### src/rtl/omd_pkg.sv
// Shared types and constants of the OSC message byte decoder.
`timescale 1ns / 1ps

package omd_pkg;

  // Default depth of the type-tag store.
  localparam int OMD_MAX_TAGS = 16;

  // Argument type tags.
  localparam logic [7:0] TAG_S = 8'h73;
  localparam logic [7:0] TAG_B = 8'h62;
  localparam logic [7:0] TAG_I = 8'h69;
  localparam logic [7:0] TAG_F = 8'h66;
  localparam logic [7:0] TAG_D = 8'h64;

  // Error codes carried with each result item.
  localparam logic [1:0] ERR_NONE  = 2'd0;
  localparam logic [1:0] ERR_TAG   = 2'd1;
  localparam logic [1:0] ERR_OVF   = 2'd2;
  localparam logic [1:0] ERR_EARLY = 2'd3;

  // Decoder phases. PH_ARG waits for the first byte of an argument whose tag
  // has not been classified yet.
  typedef enum logic [2:0] {
    PH_ADDR,
    PH_TAGS,
    PH_ARG,
    PH_WORD,
    PH_STR,
    PH_BLEN,
    PH_BDATA,
    PH_DONE
  } phase_t;

  // Group of up to eight result bytes produced by one input item.
  typedef struct packed {
    logic [63:0] data;  // byte k in bits 8k+7:8k, sent lowest first
    logic [3:0]  cnt;   // number of result items, 0 to 8
    logic [1:0]  err;   // error code for every item of the group
    logic        fin;   // group closes the message
  } grp_t;

endpackage

### src/rtl/omd_decode.sv
// Input register, message state, type-tag store and per-byte decode logic.
`timescale 1ns / 1ps

module omd_decode
  import omd_pkg::*;
#(
  parameter int MAX_TAGS = OMD_MAX_TAGS
) (
  input  logic       clk,
  input  logic       rst_n,
  input  logic       in_tvalid,
  output logic       in_tready,
  input  logic [7:0] in_tdata,
  input  logic       in_tlast,
  input  logic       ser_free,
  output logic       grp_load,
  output grp_t       grp
);

  localparam int TW = (MAX_TAGS > 1) ? $clog2(MAX_TAGS) : 1;
  localparam int CW = $clog2(MAX_TAGS + 1);

  // Input register.
  logic       in_v_r;
  logic [7:0] in_byte_r;
  logic       in_end_r;

  // Message state.
  phase_t      phase_r, phase_nxt;
  logic [CW-1:0] tag_count_r, tag_count_nxt;
  logic [CW-1:0] tag_pos_r, tag_pos_nxt;
  logic [63:0] word_r, word_nxt;
  logic [2:0]  cnt_r, cnt_nxt;
  logic [31:0] blob_r, blob_nxt;
  logic        nul_r, nul_nxt;
  logic        first_r, first_nxt;
  logic [1:0]  held_r, held_nxt;

  // Tag store with registered read port.
  logic [7:0]    tag_mem [MAX_TAGS];
  logic [7:0]    rd_q;
  logic [TW-1:0] rd_addr;
  logic          tag_wr;

  logic          adv;
  phase_t        eph;
  logic          need8;
  logic [63:0]   word_sh, blen_sh;
  logic [2:0]    cnt_inc;
  logic          word_fin, blen_fin, nul_new, str_fin, bdata_fin, tag_ovf;
  logic [31:0]   blob_dec;
  logic          adv_arg, start_arg, done_step;
  logic [1:0]    err_step;
  logic [CW-1:0] tag_pos_inc;

  assign adv       = in_v_r && ((grp.cnt == 4'd0) || ser_free);
  assign in_tready = !in_v_r || adv;
  assign grp_load  = adv && (grp.cnt != 4'd0);

  always_ff @(posedge clk) begin
    if (!rst_n) begin
      in_v_r <= 1'b0;
    end else if (in_tready) begin
      in_v_r <= in_tvalid;
    end
    if (in_tvalid && in_tready) begin
      in_byte_r <= in_tdata;
      in_end_r  <= in_tlast;
    end
  end

  // The first byte of an argument takes the phase of its tag.
  always_comb begin
    eph = phase_r;
    if (phase_r == PH_ARG) begin
      unique case (rd_q)
        TAG_I, TAG_F, TAG_D: eph = PH_WORD;
        TAG_S:               eph = PH_STR;
        TAG_B:               eph = PH_BLEN;
        default:             eph = PH_ARG;
      endcase
    end
  end

  assign need8       = (rd_q == TAG_D);
  assign word_sh     = {word_r[55:0], in_byte_r};
  assign blen_sh     = {32'd0, word_r[23:0], in_byte_r};
  assign cnt_inc     = cnt_r + 3'd1;
  assign word_fin    = (cnt_r == (need8 ? 3'd7 : 3'd3));
  assign blen_fin    = (cnt_r == 3'd3);
  assign nul_new     = nul_r || (in_byte_r == 8'd0);
  assign str_fin     = nul_new && (cnt_inc[1:0] == 2'd0);
  assign blob_dec    = (blob_r != 32'd0) ? (blob_r - 32'd1) : 32'd0;
  assign bdata_fin   = (blob_dec == 32'd0) && (cnt_inc[1:0] == 2'd0);
  assign tag_ovf     = !nul_r && (in_byte_r != 8'd0) && !first_r &&
                       (tag_count_r == CW'(MAX_TAGS));
  assign tag_pos_inc = tag_pos_r + CW'(1);
  assign tag_wr      = adv && (eph == PH_TAGS) && !nul_r && (in_byte_r != 8'd0) &&
                       !first_r && (tag_count_r < CW'(MAX_TAGS));

  // Next state.
  always_comb begin
    phase_nxt     = phase_r;
    tag_count_nxt = tag_count_r;
    tag_pos_nxt   = tag_pos_r;
    word_nxt      = word_r;
    cnt_nxt       = cnt_r;
    blob_nxt      = blob_r;
    nul_nxt       = nul_r;
    first_nxt     = first_r;
    held_nxt      = held_r;
    adv_arg       = 1'b0;
    start_arg     = 1'b0;
    unique case (eph)
      PH_ADDR: begin
        cnt_nxt = cnt_inc;
        nul_nxt = nul_new;
        if (str_fin) begin
          phase_nxt     = PH_TAGS;
          cnt_nxt       = 3'd0;
          nul_nxt       = 1'b0;
          tag_count_nxt = '0;
          first_nxt     = 1'b1;
        end
      end
      PH_TAGS: begin
        first_nxt = 1'b0;
        cnt_nxt   = cnt_inc;
        if (tag_ovf) begin
          phase_nxt = PH_DONE;
          held_nxt  = ERR_OVF;
        end else begin
          if (!nul_r) begin
            if (in_byte_r == 8'd0) begin
              nul_nxt = 1'b1;
            end else if (!first_r) begin
              tag_count_nxt = tag_count_r + CW'(1);
            end
          end
          if (nul_nxt && (cnt_inc[1:0] == 2'd0)) begin
            tag_pos_nxt = '0;
            if (tag_count_nxt == '0) begin
              phase_nxt = PH_DONE;
            end else begin
              start_arg = 1'b1;
            end
          end
        end
      end
      PH_ARG: begin
        phase_nxt = PH_DONE;
        held_nxt  = ERR_TAG;
      end
      PH_WORD: begin
        word_nxt = word_sh;
        cnt_nxt  = cnt_inc;
        adv_arg  = word_fin;
      end
      PH_STR: begin
        cnt_nxt = cnt_inc;
        nul_nxt = nul_new;
        adv_arg = str_fin;
      end
      PH_BLEN: begin
        word_nxt = blen_sh;
        cnt_nxt  = cnt_inc;
        if (blen_fin) begin
          blob_nxt  = blen_sh[31:0];
          cnt_nxt   = 3'd0;
          phase_nxt = PH_BDATA;
          adv_arg   = (blen_sh[31:0] == 32'd0);
        end
      end
      PH_BDATA: begin
        blob_nxt = blob_dec;
        cnt_nxt  = cnt_inc;
        adv_arg  = bdata_fin;
      end
      PH_DONE: begin
      end
      default: begin
      end
    endcase
    if (adv_arg) begin
      tag_pos_nxt = tag_pos_inc;
      if (tag_pos_inc >= tag_count_r) begin
        phase_nxt = PH_DONE;
      end else begin
        start_arg = 1'b1;
      end
    end
    if (start_arg) begin
      phase_nxt = PH_ARG;
      cnt_nxt   = 3'd0;
      word_nxt  = 64'd0;
      nul_nxt   = 1'b0;
    end
    done_step = (phase_nxt == PH_DONE);
    err_step  = held_nxt;
    // The final byte of a message returns everything to the address phase.
    if (in_end_r) begin
      phase_nxt     = PH_ADDR;
      tag_count_nxt = '0;
      tag_pos_nxt   = '0;
      word_nxt      = 64'd0;
      cnt_nxt       = 3'd0;
      blob_nxt      = 32'd0;
      nul_nxt       = 1'b0;
      first_nxt     = 1'b0;
      held_nxt      = ERR_NONE;
    end
  end

  // Result group of the byte in the input register.
  always_comb begin
    grp = '0;
    unique case (eph)
      PH_ADDR, PH_STR, PH_BDATA: begin
        grp.data = {56'd0, in_byte_r};
        grp.cnt  = 4'd1;
      end
      PH_TAGS: begin
        if (tag_ovf) begin
          grp.cnt = 4'd1;
          grp.err = ERR_OVF;
        end
      end
      PH_ARG: begin
        grp.cnt = 4'd1;
        grp.err = ERR_TAG;
      end
      PH_WORD: begin
        if (word_fin) begin
          grp.data = word_sh;
          grp.cnt  = need8 ? 4'd8 : 4'd4;
        end
      end
      PH_BLEN: begin
        if (blen_fin) begin
          grp.data = blen_sh;
          grp.cnt  = 4'd4;
        end
      end
      PH_DONE: begin
      end
      default: begin
      end
    endcase
    if (in_end_r) begin
      grp.fin = 1'b1;
      if (done_step) begin
        if (err_step != ERR_NONE) begin
          grp.data = 64'd0;
          grp.cnt  = 4'd1;
          grp.err  = err_step;
        end else if (grp.cnt == 4'd0) begin
          grp.data = 64'd0;
          grp.cnt  = 4'd1;
        end
      end else begin
        grp.data = 64'd0;
        grp.cnt  = 4'd1;
        grp.err  = ERR_EARLY;
      end
    end
  end

  always_ff @(posedge clk) begin
    if (!rst_n) begin
      phase_r     <= PH_ADDR;
      tag_count_r <= '0;
      tag_pos_r   <= '0;
      word_r      <= 64'd0;
      cnt_r       <= 3'd0;
      blob_r      <= 32'd0;
      nul_r       <= 1'b0;
      first_r     <= 1'b0;
      held_r      <= ERR_NONE;
    end else if (adv) begin
      phase_r     <= phase_nxt;
      tag_count_r <= tag_count_nxt;
      tag_pos_r   <= tag_pos_nxt;
      word_r      <= word_nxt;
      cnt_r       <= cnt_nxt;
      blob_r      <= blob_nxt;
      nul_r       <= nul_nxt;
      first_r     <= first_nxt;
      held_r      <= held_nxt;
    end
  end

  // The read port follows the next tag position, so the current tag is registered
  // together with the new position.
  assign rd_addr = adv ? tag_pos_nxt[TW-1:0] : tag_pos_r[TW-1:0];

  always_ff @(posedge clk) begin
    if (tag_wr) begin
      tag_mem[tag_count_r[TW-1:0]] <= in_byte_r;
    end
    rd_q <= tag_mem[rd_addr];
  end

endmodule

### src/rtl/omd_serial.sv
// Output register that sends a result group one byte per item.
`timescale 1ns / 1ps

module omd_serial
  import omd_pkg::*;
(
  input  logic       clk,
  input  logic       rst_n,
  input  grp_t       grp,
  input  logic       grp_load,
  output logic       ser_free,
  output logic       out_tvalid,
  input  logic       out_tready,
  output logic [7:0] out_tdata,
  output logic       out_tlast,
  output logic [2:0] out_tuser
);

  logic [63:0] data_r;
  logic [3:0]  rem_r;
  logic [1:0]  err_r;
  logic        fin_r;
  logic        run_last;

  assign run_last   = (rem_r == 4'd1);
  assign ser_free   = (rem_r == 4'd0) || (run_last && out_tready);
  assign out_tvalid = (rem_r != 4'd0);
  assign out_tdata  = data_r[7:0];
  assign out_tlast  = run_last && fin_r;
  assign out_tuser  = {err_r, run_last};

  always_ff @(posedge clk) begin
    if (!rst_n) begin
      rem_r <= 4'd0;
    end else if (grp_load) begin
      rem_r <= grp.cnt;
    end else if (out_tvalid && out_tready) begin
      rem_r <= rem_r - 4'd1;
    end
  end

  always_ff @(posedge clk) begin
    if (grp_load) begin
      data_r <= grp.data;
      err_r  <= grp.err;
      fin_r  <= grp.fin;
    end else if (out_tvalid && out_tready) begin
      data_r <= {8'd0, data_r[63:8]};
    end
  end

endmodule

### src/rtl/osc_message_byte_decoder_unit.sv
// An accepted item is decoded from the input register into the output register.
// Throughput: one input item a cycle while each gives at most one result item and out_tready
// is high; the four or eight bytes of a numeric argument leave the single output register one
// a cycle, so a following byte with result items of its own waits until the last has left.
// Reset (rst_n low, synchronous) returns to the address phase and empties both stages.
`timescale 1ns / 1ps

module osc_message_byte_decoder_unit
  import omd_pkg::*;
#(
  parameter int MAX_TAGS = OMD_MAX_TAGS
) (
  input  logic       clk,
  input  logic       rst_n,
  input  logic       in_tvalid,
  output logic       in_tready,
  input  logic [7:0] in_tdata,   // [7:0] in_byte
  input  logic       in_tlast,   // in_end
  output logic       out_tvalid,
  input  logic       out_tready,
  output logic [7:0] out_tdata,  // [7:0] out_byte
  output logic       out_tlast,  // msg_done
  output logic [2:0] out_tuser   // [0] run_last, [2:1] error_code
);

  // The decoder registers each incoming byte, then decodes it against the
  // message state in one pass and hands a group of up to eight result bytes
  // to the output stage. Big-endian words come out byte-reversed; strings,
  // blob data and padding are copied through, and the type-tag string is
  // kept in a small store and not sent on.

  grp_t grp;
  logic grp_load;
  logic ser_free;

  omd_decode #(
    .MAX_TAGS(MAX_TAGS)
  ) u_decode (
    .clk      (clk),
    .rst_n    (rst_n),
    .in_tvalid(in_tvalid),
    .in_tready(in_tready),
    .in_tdata (in_tdata),
    .in_tlast (in_tlast),
    .ser_free (ser_free),
    .grp_load (grp_load),
    .grp      (grp)
  );

  // The output stage sends one byte per item and takes a new group as its
  // last byte leaves, so the next byte can be decoded meanwhile.
  omd_serial u_serial (
    .clk       (clk),
    .rst_n     (rst_n),
    .grp       (grp),
    .grp_load  (grp_load),
    .ser_free  (ser_free),
    .out_tvalid(out_tvalid),
    .out_tready(out_tready),
    .out_tdata (out_tdata),
    .out_tlast (out_tlast),
    .out_tuser (out_tuser)
  );

endmodule

### config.mk
export PLATFORM = sky130hd
export DESIGN_NAME = osc_message_byte_decoder_unit
export DESIGN_NICKNAME = d
export VERILOG_FILES = /design/src/rtl/omd_pkg.sv /design/src/rtl/omd_decode.sv /design/src/rtl/omd_serial.sv /design/src/rtl/osc_message_byte_decoder_unit.sv
export SDC_FILE = /design/constraint.sdc
export NUM_CORES = 1
export LEC_CHECK = 0
export BUFFER_PORTS_ARGS = -buffer_cell sky130_fd_sc_hd__clkbuf_2
export CORE_MARGIN = 5
export CORE_UTILIZATION = 50
export CTS_CLUSTER_SIZE = 25
export DETAILED_ROUTE_END_ITERATION = 10
export PLACE_DENSITY = 0.66
export SYNTH_ARGS = -nofsm -noshare
export SYNTH_HDL_FRONTEND = slang
export SYNTH_SLANG_ARGS = --single-unit
### constraint.sdc
create_clock -name clk -period 9.4 [get_ports clk]
set_input_delay 0.94 -clock clk [delete_from_list [all_inputs] [get_ports clk]]
set_output_delay 0.94 -clock clk [all_outputs]
set_load 0.01 [all_outputs]
Word-level counts from Yosys, hierarchy flattened:

Memories as Yosys holds them, arrays and structs flattened. A register that Yosys moved wholly into a read port is not among the register bits.
Cells that the tools add are included.

* flip-flop bits (word level): 189
* input bits: 13
* bits in writable memories: 128
* bits in latches: 0
* memories: 1
* bits in read-only memories: 0
* logic and storage cells: 185
* output and inout port bits: 14

* add/subtract/negate cells: 5
* shift operators: 0
* div/mod/pow operators: 0
* multiplexer cells: 81
* equal/unequal tests: 22
* $mul: 0
* reduce and logical (&&, ||, !) cells: 57
* bitwise operators: 0
* magnitude comparators: 2

Memory list
* u_decode.tag_mem: depth 16, width 8, rd ports 1, clocked after Yosys merged registers in 1, wr ports 1, RTL line omd_decode.sv:40 `logic [7:0] tag_mem [MAX_TAGS];`

Operators with widths (number)
* 68-bit two-way mux: 3
* 64-bit case mux with 3 select lines: 1
* 64-bit two-way mux: 2
* 56-bit two-way mux: 2
* 56-bit case mux with 2 select lines: 1
* 32-bit two-way mux: 3
* 71-bit two-way mux: 1
* 70-bit two-way mux: 1
* 5-bit two-way mux: 13
* 32-bit logical NOT: 2
* 32-bit case mux with 2 select lines: 1
* 3-bit two-way mux: 16
* 8-bit by 7-bit == test with 1-bit output (second input constant): 5
* 36-bit two-way mux: 1
* 32-bit nonzero test: 1
* 32-bit by 1-bit subtractor with 32-bit output (second input constant): 1
* 1-bit two-way mux: 19
* 3-bit case mux with 3 select lines: 2
* 1-bit logical AND: 17
* 4-bit two-way mux: 4
* 4-bit case mux with 4 select lines: 1
* 3-bit by 2-bit == test with 1-bit output (second input constant): 4
* 3-bit == test (second input constant): 4
* 4-bit logical NOT: 3
* other kinds (35): 59

Logic depth before layout (Yosys ltp):

* word-level depth: 27
* gate-level depth with buffers: 17
* gate-level depth less buffers: 13

Hierarchy:

Synthesis repeated with hierarchy kept, for this count alone.

* cell total of the unflattened synthesis: 1462
* area total of the unflattened synthesis: 16045.4 sq um

Modules (own cells, without submodules)
* omd_decode: cells each 1275, sequential area each 6456.2 sq um, area each 12948.7 sq um, times used 1
* omd_serial: cells each 187, sequential area each 2092.0 sq um, area each 3096.7 sq um, times used 1

Least setup slack after synthesis:

OpenSTA, ideal clock, no wires.

* path kind: reg2reg
* start point: register u_decode.phase_r[2]
* end point: register u_serial.data_r[0], enable pin
* cell stages (with the launch flop): 14
* setup time: 0.424 ns
* clock period less this slack: 4.674 ns
* buffers on the path: 3
* arrival time: 4.250 ns
* slack: 4.726 ns
* cells stage by stage: dfxtp_1 > clkbuf_1 > nand2b_1 > nor3_1 > a21o_1 > clkbuf_1 > inv_1 > ha_1 > or3_1 > o41ai_2 > and2_1 > clkbuf_1 > nand2_1 > nand2_1

* word-level cells in the longest chain between the ends: 15

Ends and longest elaborated chain
* start: declaration: RTL line omd_decode.sv:29 `phase_t phase_r, phase_nxt;`
* start signal: assignment: RTL line omd_decode.sv:280 `phase_r <= phase_nxt;`
* 3-bit by 2-bit == test with 1-bit output / 3-bit two-way mux (equally long branches): RTL line omd_decode.sv:75, omd_decode.sv:142
* 3-bit two-way mux (on tied branches): RTL line omd_decode.sv:75, omd_decode.sv:140
* 3-bit by 2-bit == test with 1-bit output, or another cell as far along: RTL line omd_decode.sv:114, omd_decode.sv:217
* 4-bit OR reduction (no line), or another cell as far along
* 4-bit case mux with 4 select lines, or another cell as far along: RTL line omd_decode.sv:217 `unique case (eph)`
* 4-bit logical NOT, or another cell as far along: RTL line omd_decode.sv:256 `end else if (grp.cnt == 4'd0) begin`
* 68-bit two-way mux / 3-bit two-way mux (equally long branches): RTL line omd_decode.sv:256, omd_decode.sv:192
* 68-bit two-way mux / 3-bit == test (equally long branches): RTL line omd_decode.sv:252, omd_decode.sv:198
* 70-bit two-way mux: RTL line omd_decode.sv:251 `if (done_step) begin`
* 71-bit two-way mux *: RTL line omd_decode.sv:249 `if (in_end_r) begin`
* 4-bit logical NOT: RTL line omd_decode.sv:56 `assign adv = in_v_r && ((grp.cnt == 4'd0) || ser_free);`
* 1-bit logical OR: RTL line omd_decode.sv:56
* 1-bit logical AND: RTL line omd_decode.sv:56
* 1-bit logical AND *: RTL line omd_decode.sv:58 `assign grp_load = adv && (grp.cnt != 4'd0);`
* 2-bit nonzero test (no line) *
* end signal: assignment: RTL line omd_serial.sv:44 `data_r <= grp.data;`
* end signal: assignment: RTL line omd_serial.sv:48 `data_r <= {8'd0, data_r[63:8]};`
* end: declaration: RTL line omd_serial.sv:19 `logic [63:0] data_r;`

Mark *: on every way between the ends. The rest lies on a longest branch, timed or not.
A chain may end at the register's enable or synchronous reset.

Worst setup path after layout:

* start point: register u_decode.in_byte_r[3]
* end point: memory u_decode.tag_mem[5][4], enable pin

* word-level cells in the longest chain between the ends: 26

Ends and longest elaborated chain
* start: declaration: RTL line omd_decode.sv:25 `logic [7:0] in_byte_r;`
* start signal: assignment: RTL line omd_decode.sv:67 `in_byte_r <= in_tdata;`
* 8-bit logical NOT: RTL line omd_decode.sv:91, omd_decode.sv:134
* 5-bit two-way mux: RTL line omd_decode.sv:134 `if (in_byte_r == 8'd0) begin`
* 5-bit two-way mux: RTL line omd_decode.sv:133 `if (!nul_r) begin`
* 5-bit two-way mux: RTL line omd_decode.sv:129 `if (tag_ovf) begin`
* 5-bit two-way mux: RTL line omd_decode.sv:114 `unique case (eph)`
* 5-bit logical NOT: RTL line omd_decode.sv:142 `if (tag_count_nxt == '0) begin`
* 3-bit two-way mux / 1-bit two-way mux (equally long branches): RTL line omd_decode.sv:142
* 3-bit two-way mux / 1-bit two-way mux (equally long branches): RTL line omd_decode.sv:140 `if (nul_nxt && (cnt_inc[1:0] == 2'd0)) begin`
* (+8 left out)
* 4-bit logical NOT: RTL line omd_decode.sv:56
* 1-bit logical OR: RTL line omd_decode.sv:56
* 1-bit logical AND: RTL line omd_decode.sv:56
* 1-bit logical AND (2 in series): RTL line omd_decode.sv:98 `assign tag_wr = adv && (eph == PH_TAGS) && !nul_r && (in_byte_r != 8'd0) &&`
* 1-bit logical AND * (2 in series): RTL line omd_decode.sv:98
* 1-bit logical AND *: RTL line omd_decode.sv:99 `!first_r && (tag_count_r < CW'(MAX_TAGS));`
* 1-bit two-way mux *: RTL line omd_decode.sv:297 `if (tag_wr) begin`
* 1-bit two-way mux (implied by the code) *: RTL line omd_decode.sv:298 `tag_mem[tag_count_r[TW-1:0]] <= in_byte_r;`
* end: declaration: RTL line omd_decode.sv:40

Mark *: on every way between the ends. The rest lies on a longest branch, timed or not. The select of a mux whose other input is x is not followed.

==> results.md <==
- Pleak: 5.77 nW
- Routed Antenna Nets: 0
- Post-synth EDFFs: 204
- Initial DRC Count: 1258
- Vias in the first global route: 10700
- Slowest stage delay, CP: 0.96 ns
- Met1 Use GR: 33.3%
- Worst-Skew Late Latency: 0.52 ns
- Top-count cell post-synth: edfxtp_1
- Final Hold Viols: 0
- Nets: 1442
- Filler cells: 2633
- Congestion Overflow GR: 0
- Largest net degree at the start of global routing: 117
- Ys Warns: 0
- Vias/cell: 6.28
- H-tree depth: 2
- Worst-path cell chain: nor4_1 > a21oi_1 > and3_1 > or3_1 > o41ai_2 > nand2_1 > nor4_1 > nand2_1 > nor2_1
- Syn nets: 1474
- DIE AREA: 34700 um2
- Synth top area share: 39.4%
- Seq cells post-synth: 325
- Period utilization: 57.9%
- Area of the mapped netlist: 15600 um2
- Buf+Inv Stages, Crit Path: 0
- Max IR drop VDD: 232 uV
- Startpoint class of the critical path: register
- Worst slew pin tran: 1.23 ns
- Met2 Track Usage GR: 33.8%
- IO Pins: 27
- Reg area: 8550 um2
- Post-CTS Setup Inserts: 0
- # hold bufs at CTS: 0
- Wire per inst: 21.8 um
- Global-route wire length before repair: 62400 um
- Row Count: 64
- PwrDens: 235 nW/um2
- Initial Util: 50.7%
- Drt first pass iters: 5
- Adder-Cell Fraction of Synth Area: 1.61%
- Net Sw Frac: 29.0%
- Routed wire length: 39900 um
- Vert. Die Dim: 186 um
- Layout Skew: 0.0196 ns
- Combinational family with the most area after synthesis: simple AND/OR/NAND/NOR gates
- Post-synthesis sequential area ratio: 54.9%
- CTS buffer count: 35
- Worst R2R Path Depth: 9
- CP endpoint kind: register
- Tmin final: 5.45 ns
- Vias: 11500
- GPL Wtd Cong: 0.938
- Final setup viols: 0
- Mux cell area share after synthesis: 1.99%
- Overall power: 3.98 mW
- CP max-delay cell: nor2_1
- Cell variety after synth: 80
- CTS tree: done
- Clk pin slew, worst setup/hold paths: 0.06 ns
- Global routing usage on met3: 2.86%
- Critical path arrival: 5.56 ns
- Status: finished, final reports clean
- Area of the multi-input gates: 6430 um2
- Finished Core Util: 55.2%
- Antenna fix cells: 0
- Avg Cell Area, Syn: 10.8 um2
- Critical path type: register to register
- Worst Hold Slack: 0.447 ns
- Area contributors post-synth: edfxtp_1, dfxtp_1, a22o_1
- PnR worst setup slack: 3.95 ns
- Critical Path Stages: 9
- Layout cells sized above 1: 10.4%
- Clock power frac: 32.7%
- Initial antenna violation count: 0
- Estimated wirelength of the detail-placed design: 24900 um
- Post-Synthesis Cells: 1441
- Core box area: 30700 um2
- Clk root buf: clkbuf_16
- Internal: 2.82 mW
- Area delta synth->final: 8.85%
- Sequential power share: 48.0%
- RSZ-0062 raised after global routing: no
- Place WS: 4.08 ns
- Max_cap viols: 0
- Logic pwr share: 19.3%
- Longest Clk Path Bufs: 3
- Die width: 186 um
- Drc violations: 0
- Cell taking the most area after synthesis: edfxtp_1
- Total GRT Usage: 22.0%
- Psw: 1.15 mW
- Max transition margin: 17.7%
- WP data required: 9.51 ns
- Number of I/O port buffers: 26
- Async SR Flop Fraction: 0%
- Max Slew Vio Count: 0
- Crit path max-delay family: simple AND/OR/NAND/NOR gates
- Setup TNS: 0 ns
- CP max FO: 20
- Synth Flop Type: edfxtp_1
- Hold path depth: 2
- Post-cts sizing count: 0
- Simple-gate share of the synthesized area: 18.1%
- Post-synth top cells: edfxtp_1, nand2_1, dfxtp_1
- Post-Synth XOR/XNOR Area: 1.69%
- Gr busiest metal: met2
- Fmax: 184 MHz
- Sinks on Clock Net: 325
- Hold Crit Class: register to register
- Complex-gate fraction of the synthesized area: 17.5%
[registers in the layout, summed over array words and instances, names as in the netlist]
signal,count
u_decode.blob_r,32
u_decode.cnt_r,3
u_decode.first_r,1
u_decode.held_r,2
u_decode.in_byte_r,8
u_decode.in_end_r,1
u_decode.in_v_r,1
u_decode.nul_r,1
u_decode.phase_r,3
u_decode.rd_q,8
u_decode.tag_count_r,5
u_decode.tag_mem,128
u_decode.tag_pos_r,5
u_decode.word_r,56
u_serial.data_r,64
u_serial.err_r,2
u_serial.fin_r,1
u_serial.rem_r,4
[cell type report]
type	instances	share of cell area [%]
Sequential cell	325	50.5
Tap cell	396	2.93
Clock inverter	15	0.621
Multi-Input combinational cell	978	38.0
Inverter	23	0.510
Timing Repair Buffer	46	1.65
Clock buffer	48	5.81
[power by group through the flow]
stage               logic [mW]  registers, mW  clock network [mW]
floorplan                0.595           1.89                   0
global placement         0.755           1.94                   0
detailed placement       0.767           1.94                   0
CTS                      0.770           1.91                1.32
global route             0.845           1.92                1.38
finish                   0.766           1.91                1.30
[path summary, 6_finish.rpt]
kind                                          from                          endpoint  slack, ns
hold reg to reg   u_decode.word_r[52]$_SDFFE_PN0P_  u_decode.word_r[52]$_SDFFE_PN0P_       0.45
setup / recovery   u_decode.in_byte_r[3]$_DFFE_PP_  u_decode.tag_mem[5][4]$_DFFE_PP_       3.95
setup reg to reg   u_decode.in_byte_r[3]$_DFFE_PP_  u_decode.tag_mem[5][4]$_DFFE_PP_       3.95
hold / removal    u_decode.word_r[52]$_SDFFE_PN0P_  u_decode.word_r[52]$_SDFFE_PN0P_       0.45
[per-layer routing]
metal  part of all wire, %  vias up
met5                     0        -
met4                   2.3        0
li1                      -     5343
met2                    44      404
met1                    47     5677
met3                   6.2       74
[logic make-up (layout without fill, tap and decap cells)]
group | count (synthesis) | after routing
fa+ha+maj | 20 | 20
buf+inv | 138 | 132
compound gates | 375 | 375
xor+xnor | 30 | 30
flops | 325 | 325
simple gates | 525 | 525
mux | 28 | 28
[worst min-delay path: stages (launching register included)]
cell and delay, ns:
dfxtp_1 0.30, nand2_1 0.05, a21boi_1 0.05
[placed cells by master, fill, tap and decap left out, types with 14 or more instances in the layout]
cell,n
a21boi_0,24
a21boi_1,30
a21o_1,29
a21oi_1,92
a22o_1,56
a22oi_1,25
and2_1,33
buf_4,20
clkbuf_16,35
clkbuf_2,25
dfxtp_1,121
edfxtp_1,204
ha_1,20
inv_1,23
nand2_1,120
nand3_1,65
nand4_1,21
nor2_1,58
nor2b_1,50
nor3_1,65
nor4_1,27
o21ai_0,25
o221ai_1,24
xnor2_1,14
xor2_1,16
[metrics by stage]
| step | std cells | area [um2] |
|---|---|---|
| floorplan | 1441 | 15600 |
| global placement | 1768 | 15800 |
| detailed placement | 1768 | 15800 |
| CTS | 1831 | 16900 |
| global route | 1831 | 16900 |
| finish | 1831 | 16900 |
Note: power is estimated with default switching activity, not from simulation.
